## src/owtm_pkg.sv

```systemverilog
// Shared types and constants of the single-wire temperature master.
// Used by owtm_front, owtm_fifo, owtm_back and the top level.
`default_nettype none

package owtm_pkg;

    typedef enum logic [2:0] {
        CMD_NONE  = 3'd0,
        CMD_RESET = 3'd1,
        CMD_WRITE = 3'd2,
        CMD_READ  = 3'd3,
        CMD_TEMP  = 3'd4
    } t_cmd;

    typedef struct packed {
        t_cmd       cmd;
        logic [7:0] tx_byte;
        logic       line_in;
    } t_item;

    typedef struct packed {
        logic [15:0] temperature;
        logic        no_presence;
        logic [7:0]  rx_byte;
        logic        done_res;
        logic        busy_res;
        logic        line_low;
    } t_result;

    localparam int IN_TDATA_W  = 16;
    localparam int IN_TUSER_W  = 3;
    localparam int OUT_TDATA_W = 32;
    localparam int RES_W       = $bits(t_result);

    localparam int CFG_ADDR_W = 3;
    localparam int CFG_DATA_W = 10;

    localparam logic [CFG_ADDR_W-1:0] REG_RESET_LOW    = 3'd0;
    localparam logic [CFG_ADDR_W-1:0] REG_RELEASE_WAIT = 3'd1;
    localparam logic [CFG_ADDR_W-1:0] REG_PRES_WAIT    = 3'd2;
    localparam logic [CFG_ADDR_W-1:0] REG_PRES_LOW     = 3'd3;
    localparam logic [CFG_ADDR_W-1:0] REG_SHORT_LOW    = 3'd4;
    localparam logic [CFG_ADDR_W-1:0] REG_LONG_LOW     = 3'd5;
    localparam logic [CFG_ADDR_W-1:0] REG_READ_SAMPLE  = 3'd6;
    localparam logic [CFG_ADDR_W-1:0] REG_READ_RECOV   = 3'd7;

    localparam logic [9:0] RST_RESET_LOW    = 10'd750;
    localparam logic [7:0] RST_RELEASE_WAIT = 8'd15;
    localparam logic [7:0] RST_PRES_WAIT    = 8'd201;
    localparam logic [7:0] RST_PRES_LOW     = 8'd240;
    localparam logic [5:0] RST_SHORT_LOW    = 6'd2;
    localparam logic [6:0] RST_LONG_LOW     = 7'd60;
    localparam logic [5:0] RST_READ_SAMPLE  = 6'd12;
    localparam logic [6:0] RST_READ_RECOV   = 7'd50;

    localparam logic [7:0] ROM_SKIP     = 8'hCC;
    localparam logic [7:0] CONVERT_T    = 8'h44;
    localparam logic [7:0] READ_PAD     = 8'hBE;

    localparam int FIFO_DEPTH = 4;
    localparam int FIFO_AW    = $clog2(FIFO_DEPTH);

endpackage

`default_nettype wire

```

## src/one_wire_temperature_master_unit.sv

```systemverilog
// Top level of the single-wire temperature master.
// Instantiates owtm_front, owtm_fifo and owtm_back; depends on owtm_pkg.
//
//  port group   dir  fields (lowest bit first)
//  s_axis       in   tdata: tx_byte[7:0], line_in[8]; tuser: command[2:0]
//  m_axis       out  tdata: line_low, busy_res, done_res, rx_byte[7:0],
//                          no_presence, temperature[15:0]
//  i_cfg_*      in   register index [2:0], write data [9:0]
//
// One tick word in, one result word out, one word per cycle sustained while m_axis is ready.
// The result register is loaded from the queue head on each pop; a four-word queue
// sits between decode and the bus engine.
// Synchronous active-low reset loads the default timings and idles the engine.
// A stall on m_axis holds the engine; s_axis keeps taking words until the queue fills.
`default_nettype none

module one_wire_temperature_master_unit
    import owtm_pkg::*;
(
    input  wire logic                   i_clk,
    input  wire logic                   i_rst_n,
    input  wire logic                   s_axis_tvalid,
    output logic                        s_axis_tready,
    input  wire logic [IN_TDATA_W-1:0]  s_axis_tdata,  // tx_byte, line_in
    input  wire logic [IN_TUSER_W-1:0]  s_axis_tuser,  // command
    output logic                        m_axis_tvalid,
    input  wire logic                   m_axis_tready,
    output logic [OUT_TDATA_W-1:0]      m_axis_tdata,  // line_low, busy_res, done_res,
                                                       // rx_byte, no_presence, temperature
    input  wire logic                   i_cfg_we,
    input  wire logic [CFG_ADDR_W-1:0]  i_cfg_addr,
    input  wire logic [CFG_DATA_W-1:0]  i_cfg_wdata
);

    logic    w_push;
    logic    w_full;
    logic    w_pop;
    logic    w_empty;
    t_item   w_in_item;
    t_item   w_head;
    t_result w_res;

    owtm_front u_front (
        .i_tvalid (s_axis_tvalid),
        .o_tready (s_axis_tready),
        .i_tdata  (s_axis_tdata),
        .i_tuser  (s_axis_tuser),
        .i_full   (w_full),
        .o_push   (w_push),
        .o_item   (w_in_item)
    );

    owtm_fifo u_fifo (
        .i_clk   (i_clk),
        .i_rst_n (i_rst_n),
        .i_push  (w_push),
        .i_item  (w_in_item),
        .o_full  (w_full),
        .i_pop   (w_pop),
        .o_empty (w_empty),
        .o_item  (w_head)
    );

    owtm_back u_back (
        .i_clk       (i_clk),
        .i_rst_n     (i_rst_n),
        .i_cfg_we    (i_cfg_we),
        .i_cfg_addr  (i_cfg_addr),
        .i_cfg_wdata (i_cfg_wdata),
        .i_empty     (w_empty),
        .i_item      (w_head),
        .o_pop       (w_pop),
        .i_out_ready (m_axis_tready),
        .o_out_valid (m_axis_tvalid),
        .o_out       (w_res)
    );

    assign m_axis_tdata = {(OUT_TDATA_W-RES_W)'(0), w_res};

endmodule

`default_nettype wire

```

## src/owtm_front.sv

```systemverilog
// Front end: takes input words and decodes the command field.
// Depends on owtm_pkg; feeds owtm_fifo.
`default_nettype none

module owtm_front
    import owtm_pkg::*;
(
    input  wire logic                  i_tvalid,
    output logic                       o_tready,
    input  wire logic [IN_TDATA_W-1:0] i_tdata,
    input  wire logic [IN_TUSER_W-1:0] i_tuser,
    input  wire logic                  i_full,
    output logic                       o_push,
    output t_item                      o_item
);

    t_cmd w_cmd;

    always_comb begin
        case (i_tuser)
            CMD_RESET: w_cmd = CMD_RESET;
            CMD_WRITE: w_cmd = CMD_WRITE;
            CMD_READ:  w_cmd = CMD_READ;
            CMD_TEMP:  w_cmd = CMD_TEMP;
            default:   w_cmd = CMD_NONE;
        endcase
    end

    assign o_tready = !i_full;
    assign o_push   = i_tvalid && !i_full;
    assign o_item   = '{cmd: w_cmd, tx_byte: i_tdata[7:0], line_in: i_tdata[8]};

endmodule

`default_nettype wire

```

## src/owtm_fifo.sv

```systemverilog
// Short queue of decoded ticks between front end and bus engine.
// Depends on owtm_pkg.
`default_nettype none

module owtm_fifo
    import owtm_pkg::*;
(
    input  wire logic   i_clk,
    input  wire logic   i_rst_n,
    input  wire logic   i_push,
    input  wire t_item  i_item,
    output logic        o_full,
    input  wire logic   i_pop,
    output logic        o_empty,
    output t_item       o_item
);

    t_item               r_mem [FIFO_DEPTH];
    logic [FIFO_AW-1:0]  r_wr_ptr;
    logic [FIFO_AW-1:0]  r_rd_ptr;
    logic [FIFO_AW:0]    r_count;

    assign o_full  = (r_count == (FIFO_AW+1)'(FIFO_DEPTH));
    assign o_empty = (r_count == '0);
    assign o_item  = r_mem[r_rd_ptr];

    always_ff @(posedge i_clk) begin
        if (i_push) begin
            r_mem[r_wr_ptr] <= i_item;
        end
    end

    always_ff @(posedge i_clk) begin
        if (!i_rst_n) begin
            r_wr_ptr <= '0;
            r_rd_ptr <= '0;
            r_count  <= '0;
        end else begin
            if (i_push) begin
                r_wr_ptr <= r_wr_ptr + FIFO_AW'(1);
            end
            if (i_pop) begin
                r_rd_ptr <= r_rd_ptr + FIFO_AW'(1);
            end
            case ({i_push, i_pop})
                2'b10:   r_count <= r_count + (FIFO_AW+1)'(1);
                2'b01:   r_count <= r_count - (FIFO_AW+1)'(1);
                default: r_count <= r_count;
            endcase
        end
    end

    a_no_overflow: assert property (@(posedge i_clk) disable iff (!i_rst_n)
        r_count <= (FIFO_AW+1)'(FIFO_DEPTH))
        else $error("queue count beyond depth");

endmodule

`default_nettype wire

```

## src/owtm_back.sv

```systemverilog
// Bus engine: slot timing, presence check, byte shifter, temperature sequence.
// Holds the timing registers and the result register. Depends on owtm_pkg.
`default_nettype none

module owtm_back
    import owtm_pkg::*;
(
    input  wire logic                  i_clk,
    input  wire logic                  i_rst_n,
    input  wire logic                  i_cfg_we,
    input  wire logic [CFG_ADDR_W-1:0] i_cfg_addr,
    input  wire logic [CFG_DATA_W-1:0] i_cfg_wdata,
    input  wire logic                  i_empty,
    input  wire t_item                 i_item,
    output logic                       o_pop,
    input  wire logic                  i_out_ready,
    output logic                       o_out_valid,
    output t_result                    o_out
);

    typedef enum logic [3:0] {
        PH_IDLE, PH_RST_LOW, PH_RST_WAIT, PH_PRES_HIGH, PH_PRES_LOW,
        PH_WR_LOW, PH_WR_HIGH, PH_RD_LOW, PH_RD_WAIT, PH_RD_REC
    } t_phase;

    localparam logic [3:0] STEP_RST_A  = 4'd0;
    localparam logic [3:0] STEP_SKIP_A = 4'd1;
    localparam logic [3:0] STEP_CONV   = 4'd2;
    localparam logic [3:0] STEP_RST_B  = 4'd3;
    localparam logic [3:0] STEP_SKIP_B = 4'd4;
    localparam logic [3:0] STEP_PAD    = 4'd5;
    localparam logic [3:0] STEP_LOW    = 4'd6;
    localparam logic [3:0] STEP_HIGH   = 4'd7;

    logic [9:0]  r_reset_low;
    logic [7:0]  r_release_wait;
    logic [7:0]  r_pres_wait;
    logic [7:0]  r_pres_low;
    logic [5:0]  r_short_low;
    logic [6:0]  r_long_low;
    logic [5:0]  r_read_sample;
    logic [6:0]  r_read_recov;

    t_phase      r_phase,  n_phase;
    logic [9:0]  r_tick,   n_tick;
    logic [2:0]  r_bit,    n_bit;
    logic [7:0]  r_shift,  n_shift;
    logic [3:0]  r_step,   n_step;
    logic [7:0]  r_low,    n_low;
    logic [15:0] r_temp,   n_temp;
    logic        r_pfail,  n_pfail;
    t_cmd        r_act,    n_act;
    logic [7:0]  r_rx,     n_rx;
    logic        r_out_valid;
    t_result     r_out,    n_out;

    logic        w_drive;
    logic        w_done;
    logic        w_sub_done;
    logic [9:0]  w_dur;

    assign o_pop       = !i_empty && (!r_out_valid || i_out_ready);
    assign o_out_valid = r_out_valid;
    assign o_out       = r_out;

    always_comb begin
        n_phase    = r_phase;
        n_tick     = r_tick;
        n_bit      = r_bit;
        n_shift    = r_shift;
        n_step     = r_step;
        n_low      = r_low;
        n_temp     = r_temp;
        n_pfail    = r_pfail;
        n_act      = r_act;
        n_rx       = r_rx;
        w_drive    = 1'b0;
        w_done     = 1'b0;
        w_sub_done = 1'b0;
        w_dur      = '0;

        if (r_phase == PH_IDLE && i_item.cmd != CMD_NONE) begin
            n_act  = i_item.cmd;
            n_step = STEP_RST_A;
            n_tick = '0;
            case (i_item.cmd)
                CMD_RESET, CMD_TEMP: begin
                    n_pfail = 1'b0;
                    n_phase = PH_RST_LOW;
                end
                CMD_WRITE: begin
                    n_shift = i_item.tx_byte;
                    n_bit   = '0;
                    n_phase = PH_WR_LOW;
                end
                default: begin
                    n_shift = '0;
                    n_bit   = '0;
                    n_phase = PH_RD_LOW;
                end
            endcase
        end

        n_out.busy_res = (n_phase != PH_IDLE);

        case (n_phase)
            PH_RST_LOW: begin
                w_drive = 1'b1;
                n_tick  = n_tick + 10'd1;
                if (n_tick >= r_reset_low) begin
                    n_phase = PH_RST_WAIT;
                    n_tick  = '0;
                end
            end
            PH_RST_WAIT: begin
                n_tick = n_tick + 10'd1;
                if (n_tick >= {2'b0, r_release_wait}) begin
                    n_phase = PH_PRES_HIGH;
                    n_tick  = '0;
                end
            end
            PH_PRES_HIGH: begin
                if (i_item.line_in) begin
                    if (n_tick >= {2'b0, r_pres_wait}) begin
                        n_pfail    = 1'b1;
                        w_sub_done = 1'b1;
                    end else begin
                        n_tick = n_tick + 10'd1;
                    end
                end else if (r_pres_low == '0) begin
                    n_pfail    = 1'b1;
                    w_sub_done = 1'b1;
                end else begin
                    n_phase = PH_PRES_LOW;
                    n_tick  = 10'd1;
                end
            end
            PH_PRES_LOW: begin
                if (i_item.line_in) begin
                    w_sub_done = 1'b1;
                end else if (n_tick >= {2'b0, r_pres_low}) begin
                    n_pfail    = 1'b1;
                    w_sub_done = 1'b1;
                end else begin
                    n_tick = n_tick + 10'd1;
                end
            end
            PH_WR_LOW: begin
                w_drive = 1'b1;
                w_dur   = n_shift[n_bit] ? {4'b0, r_short_low} : {3'b0, r_long_low};
                n_tick  = n_tick + 10'd1;
                if (n_tick >= w_dur) begin
                    n_phase = PH_WR_HIGH;
                    n_tick  = '0;
                end
            end
            PH_WR_HIGH: begin
                w_dur  = n_shift[n_bit] ? {3'b0, r_long_low} : {4'b0, r_short_low};
                n_tick = n_tick + 10'd1;
                if (n_tick >= w_dur) begin
                    if (n_bit == 3'd7) begin
                        w_sub_done = 1'b1;
                    end else begin
                        n_bit   = n_bit + 3'd1;
                        n_phase = PH_WR_LOW;
                        n_tick  = '0;
                    end
                end
            end
            PH_RD_LOW: begin
                w_drive = 1'b1;
                n_tick  = n_tick + 10'd1;
                if (n_tick >= {4'b0, r_short_low}) begin
                    n_phase = PH_RD_WAIT;
                    n_tick  = '0;
                end
            end
            PH_RD_WAIT: begin
                n_tick = n_tick + 10'd1;
                if (n_tick >= {4'b0, r_read_sample}) begin
                    n_phase = PH_RD_REC;
                    n_tick  = '0;
                end
            end
            PH_RD_REC: begin
                if (n_tick == '0) begin
                    n_shift = {i_item.line_in, n_shift[7:1]};
                end
                n_tick = n_tick + 10'd1;
                if (n_tick >= {3'b0, r_read_recov}) begin
                    if (n_bit == 3'd7) begin
                        n_rx       = n_shift;
                        w_sub_done = 1'b1;
                    end else begin
                        n_bit   = n_bit + 3'd1;
                        n_phase = PH_RD_LOW;
                        n_tick  = '0;
                    end
                end
            end
            default: begin
                n_phase = PH_IDLE;
                n_tick  = '0;
            end
        endcase

        if (w_sub_done) begin
            n_tick = '0;
            if (n_act == CMD_TEMP && n_step < STEP_HIGH) begin
                if (n_step == STEP_LOW) begin
                    n_low = n_shift;
                end
                n_step = n_step + 4'd1;
                case (n_step)
                    STEP_RST_A, STEP_RST_B: begin
                        n_phase = PH_RST_LOW;
                    end
                    STEP_SKIP_A, STEP_SKIP_B: begin
                        n_shift = ROM_SKIP;
                        n_bit   = '0;
                        n_phase = PH_WR_LOW;
                    end
                    STEP_CONV: begin
                        n_shift = CONVERT_T;
                        n_bit   = '0;
                        n_phase = PH_WR_LOW;
                    end
                    STEP_PAD: begin
                        n_shift = READ_PAD;
                        n_bit   = '0;
                        n_phase = PH_WR_LOW;
                    end
                    default: begin
                        n_shift = '0;
                        n_bit   = '0;
                        n_phase = PH_RD_LOW;
                    end
                endcase
            end else begin
                if (n_act == CMD_TEMP) begin
                    n_temp = {n_shift, n_low};
                end
                n_phase = PH_IDLE;
                w_done  = 1'b1;
            end
        end

        n_out.line_low    = w_drive;
        n_out.done_res    = w_done;
        n_out.rx_byte     = n_rx;
        n_out.no_presence = n_pfail;
        n_out.temperature = n_temp;
    end

    always_ff @(posedge i_clk) begin
        if (!i_rst_n) begin
            r_reset_low    <= RST_RESET_LOW;
            r_release_wait <= RST_RELEASE_WAIT;
            r_pres_wait    <= RST_PRES_WAIT;
            r_pres_low     <= RST_PRES_LOW;
            r_short_low    <= RST_SHORT_LOW;
            r_long_low     <= RST_LONG_LOW;
            r_read_sample  <= RST_READ_SAMPLE;
            r_read_recov   <= RST_READ_RECOV;
            r_phase        <= PH_IDLE;
            r_tick         <= '0;
            r_bit          <= '0;
            r_shift        <= '0;
            r_step         <= '0;
            r_low          <= '0;
            r_temp         <= '0;
            r_pfail        <= 1'b0;
            r_act          <= CMD_NONE;
            r_rx           <= '0;
            r_out_valid    <= 1'b0;
            r_out          <= '0;
        end else begin
            if (i_cfg_we) begin
                case (i_cfg_addr)
                    REG_RESET_LOW:    r_reset_low    <= i_cfg_wdata;
                    REG_RELEASE_WAIT: r_release_wait <= i_cfg_wdata[7:0];
                    REG_PRES_WAIT:    r_pres_wait    <= i_cfg_wdata[7:0];
                    REG_PRES_LOW:     r_pres_low     <= i_cfg_wdata[7:0];
                    REG_SHORT_LOW:    r_short_low    <= i_cfg_wdata[5:0];
                    REG_LONG_LOW:     r_long_low     <= i_cfg_wdata[6:0];
                    REG_READ_SAMPLE:  r_read_sample  <= i_cfg_wdata[5:0];
                    REG_READ_RECOV:   r_read_recov   <= i_cfg_wdata[6:0];
                    default:          r_read_recov   <= r_read_recov;
                endcase
            end
            if (o_pop) begin
                r_phase     <= n_phase;
                r_tick      <= n_tick;
                r_bit       <= n_bit;
                r_shift     <= n_shift;
                r_step      <= n_step;
                r_low       <= n_low;
                r_temp      <= n_temp;
                r_pfail     <= n_pfail;
                r_act       <= n_act;
                r_rx        <= n_rx;
                r_out       <= n_out;
                r_out_valid <= 1'b1;
            end else if (i_out_ready) begin
                r_out_valid <= 1'b0;
            end
        end
    end

    a_done_to_idle: assert property (@(posedge i_clk) disable iff (!i_rst_n)
        o_pop && n_out.done_res |=> r_phase == PH_IDLE)
        else $error("engine not idle after completion");

    a_drive_while_busy: assert property (@(posedge i_clk) disable iff (!i_rst_n)
        r_out_valid && r_out.line_low |-> r_out.busy_res)
        else $error("bus driven while not busy");

    a_idle_holds: assert property (@(posedge i_clk) disable iff (!i_rst_n)
        o_pop && r_phase == PH_IDLE && i_item.cmd == CMD_NONE
        |=> r_phase == PH_IDLE && !r_out.busy_res && !r_out.line_low)
        else $error("engine left idle without a command");

endmodule

`default_nettype wire
```

## config.mk

```make
export PLATFORM = sky130hd
export DESIGN_NAME = one_wire_temperature_master_unit
export DESIGN_NICKNAME = d
export VERILOG_FILES = /design/src/owtm_pkg.sv /design/src/one_wire_temperature_master_unit.sv /design/src/owtm_front.sv /design/src/owtm_fifo.sv /design/src/owtm_back.sv
export SDC_FILE = /design/constraint.sdc
export NUM_CORES = 1
export LEC_CHECK = 0
export BUFFER_PORTS_ARGS = -buffer_cell sky130_fd_sc_hd__buf_2
export CORE_AREA = 2 2 143 145
export CTS_BUF_LIST = sky130_fd_sc_hd__clkbuf_8 sky130_fd_sc_hd__clkbuf_16
export DETAILED_ROUTE_END_ITERATION = 8
export DIE_AREA = 0 0 145 147
export GPL_TIMING_DRIVEN = 0
export PLACE_DENSITY = 0.73
export SYNTH_ARGS = -nofsm -noshare
export SYNTH_HDL_FRONTEND = slang
export SYNTH_SLANG_ARGS = --single-unit
```

## constraint.sdc

```tcl
create_clock -name i_clk -period 12.7 [get_ports i_clk]
set_clock_uncertainty 0.05 [all_clocks]
set_input_delay 1.905 -clock i_clk [delete_from_list [all_inputs] [get_ports i_clk]]
set_output_delay 1.905 -clock i_clk [all_outputs]
set_load 0.01 [all_outputs]
```

# Word-level counts from Yosys, hierarchy flattened
# Memory sizes are Yosys's and may differ from the RTL's. A register that Yosys moved wholly into a read port is not among the register bits.
# Index checks and enable logic that the tools add are counted.
dict set report classes {
  n_addsub 7
  n_mul 0
  n_div 0
  order_cmp 11
  n_eq_ne 34
  n_shift 0
  mux 85
  n_bitwise 1
  reduce_logical 34
}
# op n
set op_table {}
lappend op_table {{$mux 10} 15}
lappend op_table {{$pmux 10 s9} 1}
lappend op_table {{$mux 4} 16}
lappend op_table {{$mux 8} 5}
lappend op_table {{$pmux 4 s9} 1}
lappend op_table {{$pmux 8 s4} 1}
lappend op_table {{$ge 10x10->1} 3}
lappend op_table {{$ge 10x8->1} 3}
lappend op_table {{$mux 3} 10}
lappend op_table {{$eq 4x3->1 const B} 7}
lappend op_table {{$eq 3x3->1 const B} 9}
lappend op_table {{$pmux 3 s2} 4}
lappend op_table {{$mux 1} 23}
lappend op_table {{$ge 10x6->1} 2}
lappend op_table {{$eq 4x2->1 const B} 4}
lappend op_table {{$pmux 8 s2} 1}
lappend op_table {{$reduce_and 2->1} 8}
lappend op_table {{$eq 3x2->1 const B} 5}
lappend op_table {{$mux 7} 2}
lappend op_table {{$pmux 3 s4} 1}
lappend op_table {{$reduce_and 4->1} 3}
lappend op_table {{$add 10x1->10 const B} 1}
lappend op_table {{$ge 10x7->1} 1}
lappend op_table {{$logic_not 10->1} 1}
lappend op_table {{other kinds (28)} 45}
dict set report totals {
  regBits 136
  latchBits 0
  ramBits 48
  rom_bits 0
  inputBits 37
  mem_count 1
}
# memory words word_bits rd rd_ports_with_merged_regs wr line
set memory_table {}
lappend memory_table {u_fifo.r_mem 4 12 1 1 1 owtm_fifo.sv:18} ;# t_item r_mem [FIFO_DEPTH];

# Logic depth before layout (Yosys ltp)
dict set report depth {
  depth_word 13
  ltp_mapped 23
}

# Cells and area by module
# From an unflattened synthesis, not the netlist that was laid out.
dict set report hier_totals {
  hier_cells 1149
  area_unflattened_um2 10341.2
}
# mod instances cells_each area_per_inst_um2 seq_area_each_um2
set by_module_without_submodules {}
lappend by_module_without_submodules {owtm_back 1 1022 8013.9 2582.5}
lappend by_module_without_submodules {owtm_fifo 1 108 2185.8 1621.6}
lappend by_module_without_submodules {owtm_front 1 14 107.6 0.0}
lappend by_module_without_submodules {one_wire_temperature_master_unit 1 5 33.8 0.0}

# Worst setup path after synthesis
# No wires, ideal clock.
dict set report synth_path {
  kind {register to register}
  start {register with a tool-made name}
  end {register u_back.r_temp[10]}
  setup_time_ps 116
  arrival_ps 5392
  setup_slack_ps 7142
  path_stages_with_launch 24
  path_buffers 5
  cell_sequence {dfxtp_1 buf_6 mux4_2 buf_6 o31ai_4 clkbuf_1 nand2_1 inv_1 ha_1 and4_1 clkbuf_1 and2_1 xnor2_1 nor2_1 ha_1 a21oi_1 nand3_1 a21oi_1 o2bb2ai_1 a221oi_4 o21ai_2 buf_4 mux2i_1 nor2b_1}
}
# item line
set synth_lines {}
lappend synth_lines {{end signal: assignment} owtm_back.sv:298} ;# r_temp <= n_temp;
lappend synth_lines {{end: declaration} owtm_back.sv:50} ;# logic [15:0] r_temp, n_temp;

==> flow_results.org <==
** Timing
- At the pin with the least slew margin, the transition time is 1.036 ns.
- Timing would allow up to roughly 130 MHz.
- Number of slew-limit violations in the final report :: 0
- The routed design could run at a clock period as short as 7.629 ns.
- Setup repair after global routing left no endpoint under its margin.
- The number of hold-slack violations in the final timing report was 0.
- In the finished design, the share of the clock period the worst path needs comes to 0.6007.
- Setup violations remaining at the end of the flow were counted as 0.
- In this run the tightest slew margin relative to its limit is 0.3066.
- Summed over all failing endpoints, the final setup total negative slack is 0 ns.

** Worst setup path
- In this run the worst path has a maximum fanout of 10.
- Largest incremental delay on the critical path :: ~0.59 ns
- Crit end category :: register
- Category of the critical setup timing path :: register to register
- Data on the critical path is required at its endpoint by around 13 ns.
- The critical path goes through buf_6 > mux4_2 > buf_6 > o31ai_4 > clkbuf_1 > nand2_1 > inv_1 > ha_1 > and4_1 > clkbuf_1 > and2_1 > xnor2_1 > nor2_1 > ha_1 > a21oi_1 > and3_1 > o21ai_0 > o2bb2ai_1 > a221oi_4 > nor3_2 > o221ai_1 > o31ai_1.
- STA puts the critical path data arrival time at around 7.9 ns.
- Cell type of the slowest stage on the worst timing path :: nor2_1
- On the critical path the largest part of the delay comes from simple AND/OR/NAND/NOR gates.
- Worst path buffer plus inverter count :: 5
- The worst setup path is launched from a register.

** Clocking
- The longest clock path from root to sink contains 2 buffers.
- The clock reaches the later pin of the worst-skew pair after 0.44 ns.
- Root buf cell :: clkbuf_16
- Hold buffer count at cts :: 0
- TritonCTS built the clock tree.
- The H-tree generated during clock tree synthesis spans 4 levels.
- Gates resized, CTS repair :: 0
- Number of setup buffers added after CTS :: 0
- Clock Pin Slew Worst Setup and Hold Paths :: 0.08 ns
- TritonCTS created 17 clock buffers.
- The clock net in this run drives a total of ~190 sinks.

** Power and ir drop
- Of the total power, registers draw 0.337.
- Switching Share :: 0.4071
- Internal power :: about 1200 uW
- Summed over all cells, the static leakage comes to 0.004976 uW.
- Across the VDD grid, the largest voltage drop is 0.1174 mV.
- In this run the power spent charging and discharging nets is between 800 and 900 uW.
- Combinational group share of total power :: 0.391
- In this run the power density over the cells is between 150 and 200 nW/um2.
- Clock Power Share :: 0.272

** Routing
- Final routed wirelength across all metal layers :: approximately 27000 um
- After detailed routing, the number of vias per cell comes to roughly 5.9.
- For this run, design rule violations remaining after detail routing come to 0.
- For this block, the via count after detailed routing is around 9000.
- The detail route stage leaves a number of antenna-violating nets equal to 0.
- After detailed routing, the average wire length per cell comes to roughly 18 um.
- First-pass DRT Iterations :: 5
- Violation count after the first detailed-route iteration :: about 780

** Floorplanning
- The die covers 21320 um2.
- I/O pin count :: between 70 and 80
- Std cell rows :: 52
- Area of the core :: approximately 20000 um2
- Initial Utilization :: 0.5426
- Horizontal extent of the die :: 145 um
- The die is approximately 150 um tall.

** Global route
- Wire length of the first global-routing pass :: 44100 um
- Entering global routing, the biggest net connects 24 pins.
- After global routing the overflow that remains totals 0.
- Total routing resource utilization after global routing :: 0.2595
- The via count of the first global-routing pass is between 8000 and 9000.
- Initial antenna violation count :: 0

** Final layout
- The sequential cells in the finished layout cover a total of 4204 um2.
- 0 antenna diodes ended up in the layout.
- Proportion of layout cells with a drive suffix above 1 :: 0.1265
- Fill cells in the final layout number 1700.
- Layout overhead on the synthesized area :: 11.43%
- Summing all non-filler instances in the final layout gives an area of about 12000 um2.
- Core Util, Final :: 0.6047
- The multi-input combinational cells in the finished layout cover a total of between 5000 and 6000 um2.
- Net count reported at finish :: approximately 1300

** Synthesis
- The netlist uses a little under 90 different library cells.
- For this run, asynchronously set or reset flops after synthesis account for 0.
- The most used flip-flop cell after synthesis is dfxtp_1.
- Number of synthesized register bits :: about 190
- Counting flops with a built-in enable in the synthesized netlist gives 48.
- Post-Syn Area per Cell :: 9.380 um2
- Summed over all instances, the cell type with the most area after synthesis is dfxtp_1.
- Sorting the synthesized cells by how often they occur yields nand2_1, dfxtp_1, ha_1.
- Counting every instance in the synthesized netlist gives 1148.
- Sorting the synthesized cells by area gives the leading types as dfxtp_1, edfxtp_1, ha_1.
- Yosys printed 0 warnings.
- The share of synthesized area in the top cell type comes to 0.2566.
- Fraction of the yosys area taken by sequential cells :: 0.3904
- Most common cell in the netlist :: nand2_1
- Cell area after synthesis :: about 11000 um2

** Placed design
- The placed instances occupy a cell area of roughly 11000 um2.
- The congestion estimate from routability-driven global placement came to approximately 0.95.
- In this run the tool buffered the top-level ports with 50 buffer cells.
- Hpwl dp :: between 20000 and 25000 um

** Status
- Status :: finished, final reports clean

** Job
- The tool flagged a number of max-cap violations equal to 0.

** Hold path
- The min-delay analysis places its worst path in the category register to register.
## power by group through the flow
stage / combinational (uW) / clock (uW) / sequential [uW]
6_report: 816 / 567 / 702
5_1_grt: 887 / 595 / 707
4_1_cts: 799 / 573 / 701
3_5_place_dp: 791 / 0 / 713
3_3_place_gp: 785 / 0 / 712
2_1_floorplan: 578 / 0 / 703
## state kept, by name, summed over array words and instances (netlist names), named ones only
register / cells
u_back.r_tick: 10
u_back.r_reset_low: 10
u_fifo.r_wr_ptr: 2
u_back.o_out_valid: 1
u_back.r_long_low: 7
u_back.r_bit: 3
u_back.r_rx: 8
u_back.r_release_wait: 8
u_back.r_pres_low: 8
u_back.r_act: 3
u_fifo.r_rd_ptr: 2
u_fifo.r_mem: 48
u_back.r_phase: 4
u_back.r_pfail: 1
u_back.r_pres_wait: 8
u_back.r_temp: 16
u_back.r_read_sample: 6
u_fifo.r_count: 3
u_back.r_step: 4
u_back.r_shift: 8
u_back.r_read_recov: 7
u_back.r_low: 8
u_back.o_out: 3
u_back.r_short_low: 6
## cell families after synthesis
group,count (synthesis),synth area share
DFF,186,0.3904
other,1,0.0003483
and+or+nand+nor,396,0.1867
AOI/OAI and AO/OA,258,0.1731
xor gates and xnor gates,16,0.01301
buffers and inverters,136,0.05426
muxes,74,0.08726
adders and majority gates,81,0.09482
## routing by layer
layer	wire length, um	GRT usage	share of wire
met3	1871	0.04907	0.068
met5	0	0	0
met2	12570	0.4160	0.46
met1	12370	0.3567	0.45
met4	677	0.08416	0.025
## cell type report
type	count	share of cell area
Inverter	65	0.02033
Clock inverter	15	0.01721
Tap cell	270	0.02815
Multi-Input combinational cell	829	0.4993
Clock buffer	17	0.03545
Buffer	71	0.02836
Timing Repair Buffer	50	0.02086
Sequential cell	186	0.3504
## placed cells by master, fill, tap and decap left out, drive strengths merged, types with 5 or more instances in the layout
cell type | netlist | layout
a21boi | 37 | 37
a21o | 14 | 14
edfxtp | 48 | 48
a211oi | 7 | 7
and2 | 31 | 31
nor4 | 6 | 6
o31ai | 6 | 6
inv | 65 | 76
mux2i | 44 | 44
nor3 | 13 | 13
mux2 | 16 | 16
clkbuf | 44 | 61
and3 | 13 | 13
nand4 | 12 | 12
nand2 | 142 | 142
o211ai | 34 | 34
ha | 80 | 80
xnor2 | 9 | 9
nand3 | 42 | 42
a31oi | 12 | 12
buf | 27 | 77
nor2 | 49 | 49
nand2b | 14 | 14
xor2 | 7 | 7
o21ai | 53 | 53
dfxtp | 138 | 138
a21oi | 30 | 30
mux4 | 14 | 14
o221a | 5 | 5
a22o | 8 | 8
nor2b | 44 | 44
## final timing paths
kind | startpoint | to | slack (ns) | cells after the start
hold reg to reg | u_back.r_pres_wait[2] | u_back.r_pres_wait[2] | 0.42 | 2
setup reg to reg | register | u_back.r_tick[2] | 5.07 | 22
hold / removal | u_back.r_pres_wait[2] | u_back.r_pres_wait[2] | 0.42 | 2
setup / recovery | register | u_back.r_tick[2] | 5.07 | 22
## worst min-delay path: cells and delay by family, from the launching register on
kind	cells	cell delay, ns
flip-flops	1	0.32
AND/OR/NAND/NOR	1	0.05
AO/OA/AOI/OAI	1	0.06
## metrics by stage
step / cells / worst slack (ns) / power (uW) / hold WS, ns
4_1_cts: 1503 / 5.235 / 2073 / 0.4206
3_3_place_gp: 1471 / 5.296 / 1497 / 0.4036
3_5_place_dp: 1471 / 5.258 / 1504 / 0.4091
2_1_floorplan: 1151 / 7.142 / 1281 / 0.3932
5_1_grt: 1503 / 4.711 / 2189 / 0.4401
6_report: 1503 / 5.071 / 2085 / 0.4178
Note: power is estimated with default switching activity, not from simulation.
